`src/rtl/core/sram_pkg.sv`:
```
package sram_pkg;

    // Command codes carried by the kind field.
    localparam logic [1:0] KIND_NONE  = 2'd0;
    localparam logic [1:0] KIND_START = 2'd1;
    localparam logic [1:0] KIND_DATA  = 2'd2;

    // Masks and reset values of the serial engine.
    localparam logic [7:0]  WRITE_FLAG       = 8'h80;
    localparam logic [6:0]  ADDR_MASK        = 7'h7F;
    localparam logic [15:0] HALF_PERIOD_INIT = 16'h0800;
    localparam logic [3:0]  BITS_PER_BYTE    = 4'd8;

    // Transaction phases, one-hot.
    typedef enum logic [4:0] {
        PH_IDLE  = 5'b00001,
        PH_ADDR  = 5'b00010,
        PH_WAIT  = 5'b00100,
        PH_DATA  = 5'b01000,
        PH_CLOSE = 5'b10000
    } phase_t;

    // One input item.
    typedef struct packed {
        logic [1:0] kind;
        logic [6:0] reg_address;
        logic       is_write;
        logic [7:0] write_byte;
        logic       last_byte;
        logic       miso;
    } item_t;

    // One result item.
    typedef struct packed {
        logic       cs_n;
        logic       sck;
        logic       mosi;
        logic [7:0] read_byte;
        logic       read_valid;
        logic       ready_res;
        logic       done_res;
    } result_t;

endpackage

```
`src/rtl/core/sram_core.sv`:
```
module sram_core (
    input  logic             aclk,
    input  logic             aresetn,
    input  logic             cfg_write,
    input  logic [15:0]      cfg_half_period,
    input  logic             item_accept,
    input  sram_pkg::item_t  item,
    output sram_pkg::result_t result
);
    import sram_pkg::*;

    phase_t      phase_reg, phase_next;
    logic [7:0]  shift_reg, shift_next;
    logic [3:0]  bit_count_reg, bit_count_next;
    logic [15:0] divider_reg, divider_next;
    logic        sck_reg, sck_next;
    logic        select_n_reg, select_n_next;
    logic        write_mode_reg, write_mode_next;
    logic        final_flag_reg, final_flag_next;
    logic [15:0] half_period_reg;

    logic [15:0] hp;
    logic [16:0] div_inc;
    logic        tick;
    logic        reading;
    logic        rvalid;
    logic [7:0]  rbyte;
    logic        done;

    // Divider: a zero half period behaves as one.
    assign hp      = (half_period_reg == 16'd0) ? 16'd1 : half_period_reg;
    assign div_inc = {1'b0, divider_reg} + 17'd1;
    assign tick    = (div_inc >= {1'b0, hp});
    assign reading = (phase_reg == PH_DATA) && !write_mode_reg;

    // Next state of the serial engine for one item.
    always_comb begin
        phase_next      = phase_reg;
        shift_next      = shift_reg;
        bit_count_next  = bit_count_reg;
        divider_next    = divider_reg;
        sck_next        = sck_reg;
        select_n_next   = select_n_reg;
        write_mode_next = write_mode_reg;
        final_flag_next = final_flag_reg;
        rvalid          = 1'b0;
        rbyte           = 8'd0;
        done            = 1'b0;
        case (phase_reg)
            PH_IDLE: begin
                if (item.kind == KIND_START) begin
                    select_n_next   = 1'b0;
                    write_mode_next = item.is_write;
                    shift_next      = {1'b0, item.reg_address & ADDR_MASK}
                                      | (item.is_write ? WRITE_FLAG : 8'd0);
                    bit_count_next  = 4'd0;
                    divider_next    = 16'd0;
                    sck_next        = 1'b0;
                    final_flag_next = 1'b0;
                    phase_next      = PH_ADDR;
                end
            end
            PH_WAIT: begin
                if (item.kind == KIND_DATA) begin
                    shift_next      = write_mode_reg ? item.write_byte : 8'd0;
                    final_flag_next = item.last_byte;
                    bit_count_next  = 4'd0;
                    divider_next    = 16'd0;
                    sck_next        = 1'b0;
                    phase_next      = PH_DATA;
                end
            end
            PH_ADDR, PH_DATA: begin
                divider_next = tick ? 16'd0 : div_inc[15:0];
                if (tick) begin
                    if (!sck_reg) begin
                        // Rising edge: a read samples miso here.
                        sck_next = 1'b1;
                        if (reading) begin
                            shift_next = {shift_reg[6:0], item.miso};
                        end
                    end else begin
                        // Falling edge: the next bit goes out.
                        sck_next = 1'b0;
                        if (!reading) begin
                            shift_next = {shift_reg[6:0], 1'b0};
                        end
                        bit_count_next = bit_count_reg + 4'd1;
                        if (bit_count_next >= BITS_PER_BYTE) begin
                            bit_count_next = 4'd0;
                            if (phase_reg == PH_ADDR) begin
                                phase_next = PH_WAIT;
                            end else begin
                                if (reading) begin
                                    rvalid = 1'b1;
                                    rbyte  = shift_reg;
                                end
                                phase_next = final_flag_reg ? PH_CLOSE : PH_WAIT;
                            end
                        end
                    end
                end
            end
            PH_CLOSE: begin
                divider_next = tick ? 16'd0 : div_inc[15:0];
                if (tick) begin
                    select_n_next   = 1'b1;
                    done            = 1'b1;
                    write_mode_next = 1'b0;
                    final_flag_next = 1'b0;
                    shift_next      = 8'd0;
                    phase_next      = PH_IDLE;
                end
            end
            default: begin
                phase_next    = PH_IDLE;
                select_n_next = 1'b1;
                sck_next      = 1'b0;
            end
        endcase
    end

    // Pin levels and status as they stand after this item.
    always_comb begin
        result.cs_n       = select_n_next;
        result.sck        = sck_next;
        result.mosi       = ((phase_next == PH_ADDR)
                            || ((phase_next == PH_DATA) && write_mode_next))
                            ? shift_next[7] : 1'b0;
        result.read_byte  = rbyte;
        result.read_valid = rvalid;
        result.ready_res  = (phase_next == PH_IDLE) || (phase_next == PH_WAIT);
        result.done_res   = done;
    end

    // State advances once per accepted item.
    always_ff @(posedge aclk) begin
        if (!aresetn) begin
            phase_reg       <= PH_IDLE;
            shift_reg       <= 8'd0;
            bit_count_reg   <= 4'd0;
            divider_reg     <= 16'd0;
            sck_reg         <= 1'b0;
            select_n_reg    <= 1'b1;
            write_mode_reg  <= 1'b0;
            final_flag_reg  <= 1'b0;
            half_period_reg <= HALF_PERIOD_INIT;
        end else begin
            if (item_accept) begin
                phase_reg      <= phase_next;
                shift_reg      <= shift_next;
                bit_count_reg  <= bit_count_next;
                divider_reg    <= divider_next;
                sck_reg        <= sck_next;
                select_n_reg   <= select_n_next;
                write_mode_reg <= write_mode_next;
                final_flag_reg <= final_flag_next;
            end
            if (cfg_write) begin
                half_period_reg <= cfg_half_period;
            end
        end
    end

`ifndef ASSERT_OFF
    // Chip select is high exactly when no transaction is open.
    assert property (@(posedge aclk) disable iff (!aresetn)
        (phase_reg == PH_IDLE) == select_n_reg)
        else $error("chip select does not match the idle phase");

    // SCK is high only while a byte is shifting.
    assert property (@(posedge aclk) disable iff (!aresetn)
        sck_reg |-> (phase_reg == PH_ADDR || phase_reg == PH_DATA))
        else $error("sck high outside a shifting phase");

    // The bit counter wraps before it reaches a full byte.
    assert property (@(posedge aclk) disable iff (!aresetn)
        bit_count_reg < BITS_PER_BYTE)
        else $error("bit counter out of range");
`endif

endmodule

```
`src/rtl/core/sram_out_buf.sv`:
```
module sram_out_buf (
    input  logic              aclk,
    input  logic              aresetn,
    input  logic              push,
    input  sram_pkg::result_t push_data,
    output logic              not_full,
    output logic              out_valid,
    input  logic              out_ready,
    output sram_pkg::result_t out_data
);
    import sram_pkg::*;

    result_t    head_reg, tail_reg;
    logic [1:0] count_reg, count_next;
    logic       pop;

    assign pop       = out_valid && out_ready;
    assign out_valid = (count_reg != 2'd0);
    assign not_full  = (count_reg != 2'd2);
    assign out_data  = head_reg;

    // Occupancy of the two-entry result queue.
    always_comb begin
        count_next = count_reg;
        if (push && !pop) begin
            count_next = count_reg + 2'd1;
        end else if (pop && !push) begin
            count_next = count_reg - 2'd1;
        end
    end

    always_ff @(posedge aclk) begin
        if (!aresetn) begin
            count_reg <= 2'd0;
        end else begin
            count_reg <= count_next;
        end
    end

    // Payload moves toward the head as items leave.
    always_ff @(posedge aclk) begin
        if (push && pop) begin
            if (count_reg == 2'd1) begin
                head_reg <= push_data;
            end else begin
                head_reg <= tail_reg;
                tail_reg <= push_data;
            end
        end else if (push) begin
            if (count_reg == 2'd0) begin
                head_reg <= push_data;
            end else begin
                tail_reg <= push_data;
            end
        end else if (pop) begin
            head_reg <= tail_reg;
        end
    end

`ifndef ASSERT_OFF
    // The queue never holds more than two items.
    assert property (@(posedge aclk) disable iff (!aresetn)
        count_reg != 2'd3)
        else $error("result queue overflow");

    // An item pushed into an empty queue shows up at the head next cycle.
    assert property (@(posedge aclk) disable iff (!aresetn)
        (push && count_reg == 2'd0) |=> (out_valid && out_data == $past(push_data)))
        else $error("pushed item not at head");

    // A full queue that is not drained keeps its head.
    assert property (@(posedge aclk) disable iff (!aresetn)
        (count_reg == 2'd2 && !pop) |=> $stable(head_reg))
        else $error("head changed in a stalled full queue");
`endif

endmodule

```
`src/rtl/core/spi_register_access_master.sv`:
```
// SPI mode-0 register access master, stepped once per input item.
// Input channel (s_valid/s_ready): each item is one clock step of the
// serial engine and carries a command (kind), its operands and the miso
// level. Result channel (m_valid/m_ready): one item per input item with the
// pin levels cs_n, sck, mosi after that step, plus read_byte/read_valid,
// ready_res and done_res.
// Configuration channel (cfg_valid/cfg_ready): writes the SCK half period
// in steps; cfg_ready is always high. Writes are to be made while idle;
// the block does not enforce it. A result is queued when its item is
// accepted and reaches the m_ ports once earlier results have left. The
// engine takes one item per cycle while s_ready is high, a rate set by the
// single next-state pass between its state registers. A two-entry result
// queue lets s_ready stay high while one result waits; when the receiver
// stalls with two results queued, s_ready drops until one leaves. Reset
// closes any transaction: cs_n high, sck low, half period 2048, empty queue.
module spi_register_access_master (
    input  logic        aclk,
    input  logic        aresetn,
    input  logic        cfg_valid,
    output logic        cfg_ready,
    input  logic [15:0] cfg_half_period,
    input  logic        s_valid,
    output logic        s_ready,
    input  logic [1:0]  s_kind,
    input  logic [6:0]  s_reg_address,
    input  logic        s_is_write,
    input  logic [7:0]  s_write_byte,
    input  logic        s_last_byte,
    input  logic        s_miso,
    output logic        m_valid,
    input  logic        m_ready,
    output logic        m_cs_n,
    output logic        m_sck,
    output logic        m_mosi,
    output logic [7:0]  m_read_byte,
    output logic        m_read_valid,
    output logic        m_ready_res,
    output logic        m_done_res
);
    import sram_pkg::*;

    item_t   item;
    result_t step_result;
    result_t out_data;
    logic    accept;

    assign cfg_ready = 1'b1;
    assign accept    = s_valid && s_ready;

    // Gather the input fields into one item.
    always_comb begin
        item.kind        = s_kind;
        item.reg_address = s_reg_address;
        item.is_write    = s_is_write;
        item.write_byte  = s_write_byte;
        item.last_byte   = s_last_byte;
        item.miso        = s_miso;
    end

    sram_core u_core (
        .aclk            (aclk),
        .aresetn         (aresetn),
        .cfg_write       (cfg_valid && cfg_ready),
        .cfg_half_period (cfg_half_period),
        .item_accept     (accept),
        .item            (item),
        .result          (step_result)
    );

    sram_out_buf u_out_buf (
        .aclk      (aclk),
        .aresetn   (aresetn),
        .push      (accept),
        .push_data (step_result),
        .not_full  (s_ready),
        .out_valid (m_valid),
        .out_ready (m_ready),
        .out_data  (out_data)
    );

    // Spread the queued result over the output ports.
    assign m_cs_n       = out_data.cs_n;
    assign m_sck        = out_data.sck;
    assign m_mosi       = out_data.mosi;
    assign m_read_byte  = out_data.read_byte;
    assign m_read_valid = out_data.read_valid;
    assign m_ready_res  = out_data.ready_res;
    assign m_done_res   = out_data.done_res;

endmodule

```
`config.mk`:
```
export PLATFORM = sky130hd
export DESIGN_NAME = spi_register_access_master
export DESIGN_NICKNAME = d
export VERILOG_FILES = /design/src/rtl/core/sram_pkg.sv /design/src/rtl/core/sram_core.sv /design/src/rtl/core/sram_out_buf.sv /design/src/rtl/core/spi_register_access_master.sv
export SDC_FILE = /design/constraint.sdc
export NUM_CORES = 1
export LEC_CHECK = 0
export BUFFER_PORTS_ARGS = -buffer_cell sky130_fd_sc_hd__buf_4
export CORE_MARGIN = 1.5
export CORE_UTILIZATION = 39
export CTS_CLUSTER_SIZE = 28
export DETAILED_ROUTE_END_ITERATION = 8
export PLACE_DENSITY = 0.68
export SYNTH_ARGS = -nofsm -noshare
export SYNTH_HDL_FRONTEND = slang
export SYNTH_SLANG_ARGS = --single-unit
```
`constraint.sdc`:
```
create_clock -name aclk -period 5.85 [get_ports aclk]
set_clock_uncertainty 0.1 [all_clocks]
set_input_delay 0.2925 -clock aclk [delete_from_list [all_inputs] [get_ports aclk]]
set_output_delay 0.2925 -clock aclk [all_outputs]
set_load 0.03 [all_outputs]
```
==> results.yml <==
clock_network:
  h-tree-depth: 3
  worstSkewPairLatency_ns: 0.35
  cts_hold_buf: 0
  root_buffer: "clkbuf_16"
  clkTransAtPathRegs_ns: 0.07
  cts_made_buffers: 9
  cts_tree: "done"
  cts_buffer_depth: 2
  clock_sinks: 83
  post_cts_buffers: 0
  cts-resized-gates: 0
routing:
  drt_iter0_drc: 289
  route.antenna.remaining_nets: 0
  vias_per_cell: 5.61
  wl_per_cell_um: 15.9
  drtPass1Iterations: 7
  vias: 3834
  finalWirelength_um: 10900
  drc: 21
synth:
  synth_top_area_share_pct: 23.7
  synth.cell_area_mm2: 0.00464
  synth_seq_cells: 83
  synth-compound-area-share_pct: 19.6
  synth_edf_count: 28
  synth_cells: 489
  yosys_warnings: 0
  synth_largest_area_cell: "dfxtp_1"
  async_reset_ff_share_pct: 0
  synthMuxAreaShare_pct: 6.07
  synth_top_family_by_area: "compound AO/OA/AOI/OAI gates"
  synth.avg_cell_area_um2: 9.49
  synthTopCellsByArea: "dfxtp_1 24%, edfxtp_1 18%, ha_1 6.2%, mux2i_1 3.9%, nand2_1 3.6%"
  seq_area_frac_synth_pct: 41.9
  synth_nets: 553
  synthSimpleGateAreaFrac_pct: 17.6
  synth_cell_types: 69
  ys.flop_type: "dfxtp_1"
  synthAdderAreaFrac_pct: 6.20
  synthXorXnorAreaFrac_pct: 3.78
grt:
  grt_util_all_layers_pct: 17.5
  grt.busiest_layer: "met2"
  grt_pass1_vias: 3702
  met2_usage_pct: 31.1
  grtUsageMet1_pct: 21.1
  grt_overflow: 0
  grt_pass1_wl_um: 17700
  grt_max_degree: 43
  met3_usage_pct: 4.21
  antenna_found_initial: 0
outcome:
  status: "complete, but fails checks"
  violations: "design-rule violations"
setup_path:
  r2r_start: "u_core.divider_reg[0]$_SDFFE_PN0P_"
  r2r_slack_ns: 0.74
  cp-start-kind: "flip-flop"
  cp.required_ns: 6.00
  endpoint_kind: "flip-flop"
  cp_max_fo: 17
  critical_path_class: "reg2reg"
  cp_data_arrival_time_ns: 5.26
  timing.rr.end: "u_core.divider_reg[6]$_SDFFE_PN0P_"
  ff2ff_path_depth: 15
floorplan:
  die_area_mm2: 0.0126
  io_pins: 58
  die_w_um: 112
  dieHeight_um: 112
  core_mm2: 0.0115
  num_rows: 39
  start_util_pct: 40.3
timing:
  setup_viol: 0
  max_freq_mhz: 196
  tightest_slew_ns: 0.901
  finalSetupTns_ns: 0
  slew_viol_final: 0
  rsz0062_at_grt: "false"
  max_slew_margin_pct: 39.3
  hold_slack_ns: 0.0686
  min_period_ns: 5.11
  min_period_over_period_pct: 87.4
  final_hold_viol_count: 0
placement:
  globalplace.congestion: 0.895
  place_hpwl_um: 7940
  port-buffer-count: 56
pwr:
  power_leakage_uw: 0.00225
  intPower_uw: 1230
  power_switching_uw: 656
  ir_drop_mv: 0.135
  netSwitchingFraction_pct: 34.7
  combinationalPowerShare_pct: 29.1
  p_clk_share_pct: 29.5
  p_seq_share_pct: 41.3
  power_density_mw_per_mm2: 347
finish:
  n_antenna_cell: 0
  syn_to_final_growth_pct: 17.3
  drive_above_1_share_pct: 17.9
  layout.nets: 600
worst_hold_path:
  hold_start: "cfg_half_period[11]"
  hold_path_depth: 3
  hold_path.class: "in2reg"
  whs_endpoint: "u_core.half_period_reg[11]$_SDFFE_PN1P_"
flow_run:
  maxCapViolations: 0
critical path: stages (launching register included):
cell	delay, ns
dfxtp_1	0.41
ha_1	0.25
and3_1	0.31
nor4b_1	0.63
nand3_1	0.30
inv_1	0.14
and3_1	0.22
xor2_1	0.16
ha_1	0.27
nand4_1	0.12
nor4_1	0.07
a221o_1	0.38
or3_1	0.54
nor3_4	0.61
a41oi_1	0.20
a311oi_1	0.29
final cells by class:
cell class,instances,area [um^2]
multi-input combinational,354,2480
clock buffer,9,225
timing repair buffer,59,443
inverter,29,109
tap,143,179
fill,1100,6080
clock inverter,7,66.3
sequential,83,1940
layer usage:
layer | wire length, um | vias to the layer above
met1 | 4700 | 1806
met5 | 0 | -
met4 | 165 | 0
li1 | - | 1907
met3 | 619 | 15
met2 | 5370 | 106
cells in the mapped netlist (all sizes together), types with 3 or more instances:
master,number
buf,9
nor4,7
xor2,8
a31oi,10
o21ai,13
o211ai,5
a211oi,11
and2,12
o211a,8
or3,4
a22oi,6
clkbuf,14
and3,9
nand3,16
nand2,44
dfxtp,55
a21o,6
a21oi,22
mux2,9
ha,23
inv,28
o22ai,5
edfxtp,28
a222oi,6
nor2b,3
o21a,3
mux2i,18
nor3,12
nand4,5
xnor2,12
a311oi,3
nor2,44
cells in the final DEF, fill, tap and decap left out, drive strengths merged, types with 16 or more instances in the layout:
cell,netlist,final
inv,28,33
nand3,16,16
ha,23,23
nor2,44,44
buf,9,59
dfxtp,55,55
nand2,44,44
edfxtp,28,28
a21oi,22,22
mux2i,18,18
metrics by stage:
stage / worst slack [ns] / area, um^2 / util (%) / instances / total power [uW]
floorplan: 1.41 / 4640 / - / 489 / 1160
global placement: 1.06 / 5150 / 44.7 / 668 / 1330
detailed placement: 0.854 / 5150 / 44.7 / 668 / 1350
CTS: 0.829 / 5440 / 47.2 / 684 / 1900
global route: 0.356 / 5440 / 47.2 / 684 / 1980
finish: 0.739 / 5440 / 47.2 / 684 / 1890
how the worst max path moves through the flow:
stage / slack [ns] / end / from
3_5_place_dp: 0.85 / u_core.divider_reg[6]$_SDFFE_PN0P_ / u_core.divider_reg[0]$_SDFFE_PN0P_
2_1_floorplan: 1.41 / u_out_buf.out_data[10]$_DFFE_PP_ / u_core.divider_reg[0]$_SDFFE_PN0P_
6_report: 0.74 / u_core.divider_reg[6]$_SDFFE_PN0P_ / u_core.divider_reg[0]$_SDFFE_PN0P_
5_1_grt: 0.36 / u_out_buf.out_data[13]$_DFFE_PP_ / u_core.divider_reg[0]$_SDFFE_PN0P_
4_1_cts: 0.83 / u_core.divider_reg[6]$_SDFFE_PN0P_ / u_core.divider_reg[0]$_SDFFE_PN0P_
3_3_place_gp: 1.06 / u_out_buf.out_data[6]$_DFFE_PP_ / u_core.divider_reg[0]$_SDFFE_PN0P_
kinds of logic (layout without fill, tap and decap cells):
group	after synthesis	in the layout
AO/OA/AOI/OAI	119	119
XOR/XNOR	20	20
adder cells (fa/ha/maj)	23	23
buffers and inverters	52	104
flip-flops	83	83
multiplexers	27	27
other	1	1
AND/OR/NAND/NOR	164	164
power by group through the flow:
stage	sequential [uW]	combinational (uW)	clock (uW)
floorplan	877	284	0
global placement	792	541	0
finish	781	551	558
CTS	781	554	569
detailed placement	794	551	0
global route	792	600	588
No activity file was read; power rests on OpenSTA's default activity.
